[src/rtl/elp_pkg.sv]
// Package for the edge list text parser: transaction types, character codes
// and the decimal saturation limit. No dependencies.

package elp_pkg;

    localparam int unsigned VertexWidth = 32;
    localparam int unsigned ByteWidth   = 8;

    // Character codes
    localparam logic [ByteWidth-1:0] CHAR_HASH    = 8'h23;
    localparam logic [ByteWidth-1:0] CHAR_NEWLINE = 8'h0A;
    localparam logic [ByteWidth-1:0] CHAR_ZERO    = 8'h30;
    localparam logic [ByteWidth-1:0] CHAR_NINE    = 8'h39;

    localparam logic [VertexWidth-1:0] MAX_VALUE = '1;

    // One input transaction: a text byte and the end-of-text mark
    typedef struct packed {
        logic                 end_of_text;
        logic [ByteWidth-1:0] text_byte;
    } text_item_t;

    // One parsed edge
    typedef struct packed {
        logic                   overflowed;
        logic [VertexWidth-1:0] dest_vertex;
        logic [VertexWidth-1:0] source_vertex;
    } edge_item_t;

    // Handshake between parse core and its neighbor stages
    typedef struct packed {
        logic item_valid;  // input register holds a byte
        logic out_space;   // output register can take an edge this cycle
    } core_ctrl_in_t;

    typedef struct packed {
        logic consume;     // byte is processed this cycle
        logic emit;        // an edge is written this cycle
    } core_ctrl_out_t;

endpackage

[src/rtl/edge_list_text_parser_unit.sv]
// Top level of the edge list text parser.
// Depends on elp_pkg, elp_input_stage, elp_parse_core, elp_output_stage.

// Parses a text edge list, one byte per transaction, into pairs of unsigned
// 32-bit decimal vertex numbers; every completed destination yields one edge
// transaction. '#' outside a number starts a comment through the next newline,
// other non-digits separate numbers, and s_tlast marks the final byte: an open
// number completes there, a lone source is dropped and all state clears. A
// number above 32 bits saturates at all ones and sets m_tuser on its edge.
// Throughput is one byte per clock, set by the update of the parse state
// between the input and output registers; a byte is held in the input
// register and its edge in the output register. A byte that would make an
// edge waits while the output register is full and not taken.

module edge_list_text_parser_unit
    import elp_pkg::*;
(
    input  logic        aclk,
    input  logic        aresetn,
    input  logic        s_tvalid,
    output logic        s_tready,
    input  logic [7:0]  s_tdata,   // [7:0] text_byte
    input  logic        s_tlast,   // end_of_text
    output logic        m_tvalid,
    input  logic        m_tready,
    output logic [63:0] m_tdata,   // [31:0] source_vertex, [63:32] dest_vertex
    output logic        m_tuser    // [0] overflowed
);

    text_item_t     s_item;
    text_item_t     item;
    logic           item_valid;
    core_ctrl_in_t  core_in;
    core_ctrl_out_t core_out;
    edge_item_t     edge_next;
    edge_item_t     m_item;
    logic           out_space;

    assign s_item.text_byte   = s_tdata;
    assign s_item.end_of_text = s_tlast;

    elp_input_stage u_input (
        .aclk       (aclk),
        .aresetn    (aresetn),
        .s_valid    (s_tvalid),
        .s_ready    (s_tready),
        .s_item     (s_item),
        .consume    (core_out.consume),
        .item_valid (item_valid),
        .item       (item)
    );

    assign core_in.item_valid = item_valid;
    assign core_in.out_space  = out_space;

    elp_parse_core u_core (
        .aclk     (aclk),
        .aresetn  (aresetn),
        .ctrl_in  (core_in),
        .item     (item),
        .ctrl_out (core_out),
        .edge_out (edge_next)
    );

    elp_output_stage u_output (
        .aclk    (aclk),
        .aresetn (aresetn),
        .load    (core_out.emit),
        .edge_in (edge_next),
        .space   (out_space),
        .m_valid (m_tvalid),
        .m_ready (m_tready),
        .m_item  (m_item)
    );

    assign m_tdata = {m_item.dest_vertex, m_item.source_vertex};
    assign m_tuser = m_item.overflowed;

endmodule

[src/rtl/elp_input_stage.sv]
// Input register of the edge list text parser: holds one byte transaction.
// Depends on elp_pkg.

module elp_input_stage
    import elp_pkg::*;
(
    input  logic       aclk,
    input  logic       aresetn,
    input  logic       s_valid,
    output logic       s_ready,
    input  text_item_t s_item,
    input  logic       consume,
    output logic       item_valid,
    output text_item_t item
);

    logic       valid_reg;
    logic       valid_next;
    text_item_t item_reg;

    // Refill when empty or when the held byte is consumed this cycle
    assign s_ready    = !valid_reg || consume;
    assign valid_next = s_valid || (valid_reg && !consume);

    always_ff @(posedge aclk) begin
        if (!aresetn) begin
            valid_reg <= 1'b0;
        end else if (s_ready) begin
            valid_reg <= valid_next;
        end
    end

    always_ff @(posedge aclk) begin
        if (s_valid && s_ready) begin
            item_reg <= s_item;
        end
    end

    assign item_valid = valid_reg;
    assign item       = item_reg;

endmodule

[src/rtl/elp_parse_core.sv]
// Parse state and per-byte update logic of the edge list text parser.
// Depends on elp_pkg.

module elp_parse_core
    import elp_pkg::*;
(
    input  logic           aclk,
    input  logic           aresetn,
    input  core_ctrl_in_t  ctrl_in,
    input  text_item_t     item,
    output core_ctrl_out_t ctrl_out,
    output edge_item_t     edge_out
);

    logic [VertexWidth-1:0] acc_reg,     acc_next;
    logic                   num_reg,     num_next;
    logic [VertexWidth-1:0] src_reg,     src_next;
    logic                   pend_reg,    pend_next;
    logic                   comment_reg, comment_next;
    logic                   sat_reg,     sat_next;

    logic                   is_digit;
    logic [3:0]             digit;
    logic [VertexWidth+3:0] times_ten;
    logic                   emit;
    logic                   consume;

    assign is_digit = (item.text_byte >= CHAR_ZERO) && (item.text_byte <= CHAR_NINE);
    assign digit    = item.text_byte[3:0];

    // acc * 10 + digit, as (acc << 3) + (acc << 1) + digit
    assign times_ten = {1'b0, acc_reg, 3'b000} + {2'b00, acc_reg, 1'b0}
                     + {{VertexWidth{1'b0}}, digit};

    // Next state for one byte, then end-of-text close and clear
    always_comb begin
        acc_next     = acc_reg;
        num_next     = num_reg;
        src_next     = src_reg;
        pend_next    = pend_reg;
        comment_next = comment_reg;
        sat_next     = sat_reg;
        emit         = 1'b0;
        edge_out     = '0;

        if (comment_reg) begin
            if (item.text_byte == CHAR_NEWLINE) begin
                comment_next = 1'b0;
            end
        end else if (is_digit) begin
            if (!num_reg) begin
                acc_next = {{(VertexWidth-4){1'b0}}, digit};
                num_next = 1'b1;
            end else if (times_ten[VertexWidth+3:VertexWidth] != 4'd0) begin
                acc_next = MAX_VALUE;
                sat_next = 1'b1;
            end else begin
                acc_next = times_ten[VertexWidth-1:0];
            end
        end else begin
            // Separator closes an open number
            if (num_reg) begin
                num_next = 1'b0;
                if (!pend_reg) begin
                    src_next  = acc_reg;
                    pend_next = 1'b1;
                end else begin
                    edge_out.source_vertex = src_reg;
                    edge_out.dest_vertex   = acc_reg;
                    edge_out.overflowed    = sat_reg;
                    emit                   = 1'b1;
                    pend_next              = 1'b0;
                    sat_next               = 1'b0;
                end
                acc_next = '0;
            end
            if (item.text_byte == CHAR_HASH) begin
                comment_next = 1'b1;
            end
        end

        // Final byte: complete an open destination, drop a lone source
        if (item.end_of_text) begin
            if (num_next && pend_next) begin
                edge_out.source_vertex = src_next;
                edge_out.dest_vertex   = acc_next;
                edge_out.overflowed    = sat_next;
                emit                   = 1'b1;
            end
            acc_next     = '0;
            num_next     = 1'b0;
            src_next     = '0;
            pend_next    = 1'b0;
            comment_next = 1'b0;
            sat_next     = 1'b0;
        end
    end

    // Process a byte unless its edge has nowhere to go
    assign consume          = ctrl_in.item_valid && (!emit || ctrl_in.out_space);
    assign ctrl_out.consume = consume;
    assign ctrl_out.emit    = consume && emit;

    always_ff @(posedge aclk) begin
        if (!aresetn) begin
            acc_reg     <= '0;
            num_reg     <= 1'b0;
            src_reg     <= '0;
            pend_reg    <= 1'b0;
            comment_reg <= 1'b0;
            sat_reg     <= 1'b0;
        end else if (consume) begin
            acc_reg     <= acc_next;
            num_reg     <= num_next;
            src_reg     <= src_next;
            pend_reg    <= pend_next;
            comment_reg <= comment_next;
            sat_reg     <= sat_next;
        end
    end

endmodule

[src/rtl/elp_output_stage.sv]
// Output register of the edge list text parser: holds one edge transaction.
// Depends on elp_pkg.

module elp_output_stage
    import elp_pkg::*;
(
    input  logic       aclk,
    input  logic       aresetn,
    input  logic       load,
    input  edge_item_t edge_in,
    output logic       space,
    output logic       m_valid,
    input  logic       m_ready,
    output edge_item_t m_item
);

    logic       valid_reg;
    logic       valid_next;
    edge_item_t edge_reg;

    // Free when empty or drained this cycle
    assign space      = !valid_reg || m_ready;
    assign valid_next = load || (valid_reg && !m_ready);

    always_ff @(posedge aclk) begin
        if (!aresetn) begin
            valid_reg <= 1'b0;
        end else begin
            valid_reg <= valid_next;
        end
    end

    always_ff @(posedge aclk) begin
        if (load) begin
            edge_reg <= edge_in;
        end
    end

    assign m_valid = valid_reg;
    assign m_item  = edge_reg;

endmodule

[config.mk]
export PLATFORM = sky130hd
export DESIGN_NAME = edge_list_text_parser_unit
export DESIGN_NICKNAME = d
export VERILOG_FILES = /design/src/rtl/elp_pkg.sv /design/src/rtl/edge_list_text_parser_unit.sv /design/src/rtl/elp_input_stage.sv /design/src/rtl/elp_parse_core.sv /design/src/rtl/elp_output_stage.sv
export SDC_FILE = /design/constraint.sdc
export NUM_CORES = 1
export LEC_CHECK = 0
export BUFFER_PORTS_ARGS = -buffer_cell sky130_fd_sc_hd__buf_2
export CAP_MARGIN = 10
export CORE_MARGIN = 1
export CORE_UTILIZATION = 50
export DETAILED_ROUTE_END_ITERATION = 8
export PLACE_DENSITY = 0.69
export SLEW_MARGIN = 10
export SYNTH_ARGS = -nofsm -noshare
export SYNTH_HDL_FRONTEND = slang
export SYNTH_SLANG_ARGS = --single-unit
export TNS_END_PERCENT = 30
[constraint.sdc]
create_clock -name aclk -period 6.77 [get_ports aclk]
set_input_delay 1.0155 -clock aclk [delete_from_list [all_inputs] [get_ports aclk]]
set_output_delay 1.0155 -clock aclk [all_outputs]
set_load 0.01 [all_outputs]
After elaboration in Yosys (flattened, before gate mapping)
Cells that the tools add are included.
{"block": "totals", "reg_bits": 144, "input_bits": 13, "output_inout_bits": 67, "word_cells": 80}
{"block": "op_classes", "addsub": 2, "magnitude_cmp": 2, "n_eq_ne": 2, "n_mux": 43, "n_reduce_logical": 18}
{"op": "$mux W65", "count": 6}
{"op": "$mux W32", "count": 11}
{"op": "$add A35 B33 Y36", "count": 1}
{"op": "$add A36 B4 Y36", "count": 1}
{"op": "$mux W1", "count": 26}
{"op": "$eq A8 B4 Y1 const B", "count": 1}
{"op": "$eq A8 B6 Y1 const B", "count": 1}
{"op": "$ge A8 B6 Y1 const B", "count": 1}
{"op": "$le A8 B6 Y1 const B", "count": 1}
{"op": "$logic_and A1 B1 Y1", "count": 7}
{"op": "$logic_not A1 Y1", "count": 5}
{"op": "$logic_or A1 B1 Y1", "count": 5}
{"op": "$reduce_bool A4 Y1", "count": 1}

Logic depth before layout (Yosys ltp)
{"block": "depth", "ltp_word": 13, "mapped_depth": 15, "ltp_nobuf": 13}

Hierarchy
Synthesis repeated with hierarchy kept, for this count alone.
{"block": "unflattened", "cells_unflattened": 849, "area_unflattened_um2": 8306.7}
{"module": "elp_parse_core", "instances": 1, "cells_each": 766, "area_each_um2": 5978.2, "seq_area_each_um2": 1361.3}
{"module": "elp_output_stage", "instances": 1, "cells_each": 69, "area_each_um2": 2000.7, "seq_area_each_um2": 1971.9}
{"module": "elp_input_stage", "instances": 1, "cells_each": 14, "area_each_um2": 327.8, "seq_area_each_um2": 290.3}

Least setup slack after synthesis
No wires, ideal clock.
{"block": "synth_timing", "path_type": "input port to flip-flop", "start": "input port m_tready", "end": "register u_output.edge_reg, in the netlist u_output.m_item[0], enable pin", "setup_ns": 0.490, "arrival_ns": 4.292, "t_required_ns": 6.280, "setup_slack_ns": 1.988, "path_stages": 5, "n_path_buf": 1, "cell_sequence": "nor2b_1 nor2b_1 nand2b_1 clkbuf_1 nor2_1"}
{"block": "synth_between", "elab_chain_cells": 4}
{"element": "start: declaration", "line_no": "edge_list_text_parser_unit.sv:25", "rtl": "input logic m_tready,"}
{"element": "$logic_or A1 B1 Y1", "line_no": "elp_output_stage.sv:22", "rtl": "assign space = !valid_reg || m_ready;"}
{"element": "$logic_or A1 B1 Y1", "line_no": "elp_parse_core.sv:100", "rtl": "assign consume = ctrl_in.item_valid && (!emit || ctrl_in.out_space);"}
{"element": "$logic_and A1 B1 Y1", "line_no": "elp_parse_core.sv:100"}
{"element": "$logic_and A1 B1 Y1", "line_no": "elp_parse_core.sv:102", "rtl": "assign ctrl_out.emit = consume && emit;"}
{"element": "via u_output.load", "line_no": "elp_output_stage.sv:9", "rtl": "input logic load,"}
{"element": "end signal: assignment", "line_no": "elp_output_stage.sv:35", "rtl": "edge_reg <= edge_in;"}
{"element": "end: declaration", "line_no": "elp_output_stage.sv:19", "rtl": "edge_item_t edge_reg;"}
The timed path passes the listed nets, and every way through them passes these cells.
A chain may end at the register's enable or synchronous reset.

Worst setup path in the final report
{"block": "layout_timing", "start": "register u_input.item_reg, in the netlist u_input.item[3]", "end": "register u_core.acc_reg[5]"}
{"block": "layout_between", "elab_chain_cells": 10, "word_cells_on_any_way": 22, "cone_classes": "1 x add/sub; 2 x order compare; 13 x mux; 6 x reduce/logical"}
{"element": "start: declaration", "line_no": "elp_input_stage.sv:19", "rtl": "text_item_t item_reg;"}
{"element": "start signal: assignment", "line_no": "elp_input_stage.sv:35", "rtl": "item_reg <= s_item;"}
{"element": "parallel branches: the longest is 10 deep, another holds $add A36 B4 Y36"}
{"element": "end signal: assignment", "line_no": "elp_parse_core.sv:113", "rtl": "acc_reg <= acc_next;"}
{"element": "end: declaration", "line_no": "elp_parse_core.sv:15", "rtl": "logic [VertexWidth-1:0] acc_reg, acc_next;"}
Parallel ways; which one is timed is not known.

==> impl_metrics.env <==
export IMPL_synth_nets=829
export IMPL_die_area_sq_um=16000
export IMPL_regToRegEndpoint="u_core.acc_reg[5]"
export IMPL_drc=0
export IMPL_grtUsageMet2_pct=35.9
export IMPL_syn_area_per_cell_sq_um=10.3
export IMPL_crit_end="u_core.acc_reg[5]"
export IMPL_drt_iter0_markers=605
export IMPL_die_w_um=127
export IMPL_drive_above_1_share_pct=14.9
export IMPL_start_kind="flop"
export IMPL_grt_pass1_wl_um=30000
export IMPL_numClockSinks=144
export IMPL_use_met1_pct=35.0
export IMPL_grt_max_degree=44
export IMPL_finish_utilization_pct=58.3
export IMPL_hold_viol_final=0
export IMPL_rr_startpoint="u_input.item[3]"
export IMPL_post_cts_buffers=0
export IMPL_status="complete, no violations"
export IMPL_root_buffer="clkbuf_16"
export IMPL_yosysSeqAreaShare_pct=46.7
export IMPL_met3_usage_pct=4.43
export IMPL_synth_compound_area_share_pct=20.6
export IMPL_min_path_type="reg -> reg"
export IMPL_vias=6163
export IMPL_area_growth_pct=14.2
export IMPL_syn_inst=750
export IMPL_cp_max_fo=18
export IMPL_grt_pass1_vias=5704
export IMPL_synthSimpleGateAreaFrac_pct=16.2
export IMPL_tns_ns=0
export IMPL_clk_pin_slew_ns=0.06
export IMPL_nets=892
export IMPL_cts_hold_buf=0
export IMPL_min_period_ns=4.69
export IMPL_die_h_um=127
export IMPL_totalWireLength_um=18900
export IMPL_cts_tree="yes"
export IMPL_rsz0062_at_grt="no"
export IMPL_finalMaxSlewViolations=0
export IMPL_crit_required_ns=7.12
export IMPL_fin_crit_sh_pct=69.3
export IMPL_max_cap_violations=0
export IMPL_cts_made_buffers=17
export IMPL_holdWs_ns=0.484
export IMPL_wl_per_cell_um=18.6
export IMPL_syn_cell_area_sq_um=7760
export IMPL_crit_type="reg -> reg"
export IMPL_num_antenna_cells=0
export IMPL_antenna_found_initial=0
export IMPL_ant_nets=0
export IMPL_worst_pin_slew_ns=1.21
export IMPL_yosys_most_used_dff="edfxtp_1"
export IMPL_via_per_inst=6.08
export IMPL_startpoint="u_input.item[3]"
export IMPL_synth_top_family_by_area="compound AO/OA/AOI/OAI gates"
export IMPL_synthXorXnorAreaFrac_pct=2.82
export IMPL_rrSetupSlack_ns=2.08
export IMPL_yosysUniqueCellTypes=63
export IMPL_globalplace_congestion=0.924
export IMPL_setup_violations=0
export IMPL_yosys_warnings=0
export IMPL_cts_repair_resized=0
export IMPL_fmax_mhz=213
export IMPL_dp_hpwl_um=14000
export IMPL_ys_seq_elements=144
export IMPL_portBuffers=79
export IMPL_busiest_layer="met2"
export IMPL_cts_buffer_depth=2
export IMPL_placementRows=45
export IMPL_finClkSkew_ns=0.0123
export IMPL_r2r_worst_path_cells=12
export IMPL_start_util_pct=51.0
export IMPL_gr_total_overflow=0
export IMPL_p_leak_nw=3.76
export IMPL_finalPower_mw=1.89
export IMPL_grt_use_total_pct=24.1
export IMPL_clkLatencyLatePin_ns=0.42
export IMPL_largest_reg_flops=65
export IMPL_coreArea_sq_um=15200
export IMPL_cp_end_kind="flop"
export IMPL_drt_pass1_iter_count=6
export IMPL_power_density_nw_per_um2=213
export IMPL_synth_fa_ha_area_share_pct=10.8
export IMPL_slew_headroom_pct=19.3
export IMPL_nFillCells=1309
export IMPL_synth_edf_count=74
export IMPL_vdd_drop_max_mv=0.177
export IMPL_synthArstFlopShare_pct=0
export IMPL_htreeDepth=4
export IMPL_synthMuxAreaShare_pct=0.129
export IMPL_pin_count=80
export IMPL_cp_arrival_ns=5.05
## cell type report
type,instances,area [sq um],share of cell area (%)
tap,188,235,2.65
sequential,144,3620,40.9
multi-input combinational,557,3950,44.6
inverter,12,45.0,0.508
timing repair buffer,81,410,4.63
clock buffer,20,457,5.15
clock inverter,11,139,1.57
## cell families (layout without fill, tap and decap cells)
| group | after synthesis | after routing |
|---|---|---|
| mux | 1 | 1 |
| buf+inv | 49 | 124 |
| compound gates | 222 | 222 |
| flops | 144 | 144 |
| simple gates | 243 | 243 |
| xor+xnor | 25 | 25 |
| fa+ha+maj | 66 | 66 |
## worst min path at each step
stage	start	end	slack, ns	cells past startpoint
2_1_floorplan	u_core.sat_reg	u_core.sat_reg	0.45	1
3_5_place_dp	u_core.sat_reg	u_core.sat_reg	0.47	1
3_3_place_gp	u_core.sat_reg	u_core.sat_reg	0.46	1
5_1_grt	u_core.sat_reg	u_core.sat_reg	0.52	1
4_1_cts	u_core.sat_reg	u_core.sat_reg	0.48	1
6_report	u_core.sat_reg	u_core.sat_reg	0.48	1
## through the flow
step                      instance area (sq um)  std cells  setup slack [ns]
after detailed placement                   8260        982              2.18
after floorplan                            7760        750              1.99
after global placement                     8260        982              2.33
after global routing                       8860       1013              1.72
final                                      8860       1013              2.08
after CTS                                  8850       1013              2.10
## where the power goes
part	internal, mW	switching, mW
Combinational	0.0111	0.0191
Sequential	0.915	0.00564
Clock	0.594	0.343
Total	1.52	0.368
## layout by cell type (no fill, tap or decap), drive strengths merged, types with 3 or more instances in the layout
cell and n:
xor2 6, edfxtp 74, a22o 3, a211oi 5, inv 13, clkinv 6, a221o 33, a22oi 32
nand2b 7, xnor2 19, o21a 9, nor2 41, a21boi 6, nor3 4, nand2 67, clkbuf 20
nand4 7, and2 40, nor2b 43, or2 3, dfxtp 70, nand3 11, nor4 3, bufinv 3
a32o 4, o21ai 55, o2111ai 3, a21oi 32, a21o 11, a31oi 8, and3 9, buf 81
ha 64, or3 3, o211ai 7
## per-layer routing
metal / share of wire [%] / routed length (um)
met5: 0 / 0
met4: 1.7 / 328
met3: 6.2 / 1180
met2: 45 / 8420
met1: 47 / 8960
## synthesized netlist by cell type (2+ instances only)
cell,instances,area share (%)
dfxtp_1,70,18
nor2_1,40,1.9
a22oi_1,32,3.1
nand4_1,7,0.56
o21bai_1,2,0.19
nor3_1,4,0.26
a221o_1,33,4.3
o21ai_0,25,1.6
a22o_1,3,0.34
a211oi_1,3,0.29
xor2_1,6,0.68
buf_2,4,0.26
edfxtp_1,74,29
o211a_1,2,0.26
fa_1,2,0.52
nor2b_1,43,3.5
nand2_1,67,3.2
or2_1,2,0.16
o21ai_1,30,1.9
or3_1,3,0.24
a31oi_1,8,0.64
a21o_1,11,1.1
clkbuf_1,30,1.5
xnor2_1,19,2.1
nor4_1,2,0.16
a221oi_1,2,0.23
nand2b_1,7,0.56
and3_1,9,0.73
nand3_1,10,0.64
a21boi_0,5,0.48
and2_1,40,3.2
inv_1,12,0.58
o211ai_1,6,0.58
a21oi_1,31,2.0
ha_1,64,10
o2111ai_1,2,0.23
a32o_1,4,0.52
buf_6,3,0.44
o21a_1,9,0.87
## worst max-delay path, stage by stage (launching register included)
cell and delay, ns:
edfxtp_1 0.48, fa_1 0.61, inv_1 0.06, fa_1 0.41, nor2b_1 0.18, o211ai_1 0.19, a211oi_4 0.35, o2111ai_2 0.19
a211oi_2 0.30, nor4_2 0.09, o211ai_4 0.51, nor2b_1 1.00, a221o_1 0.25
Note: power is estimated with default switching activity, not from simulation.
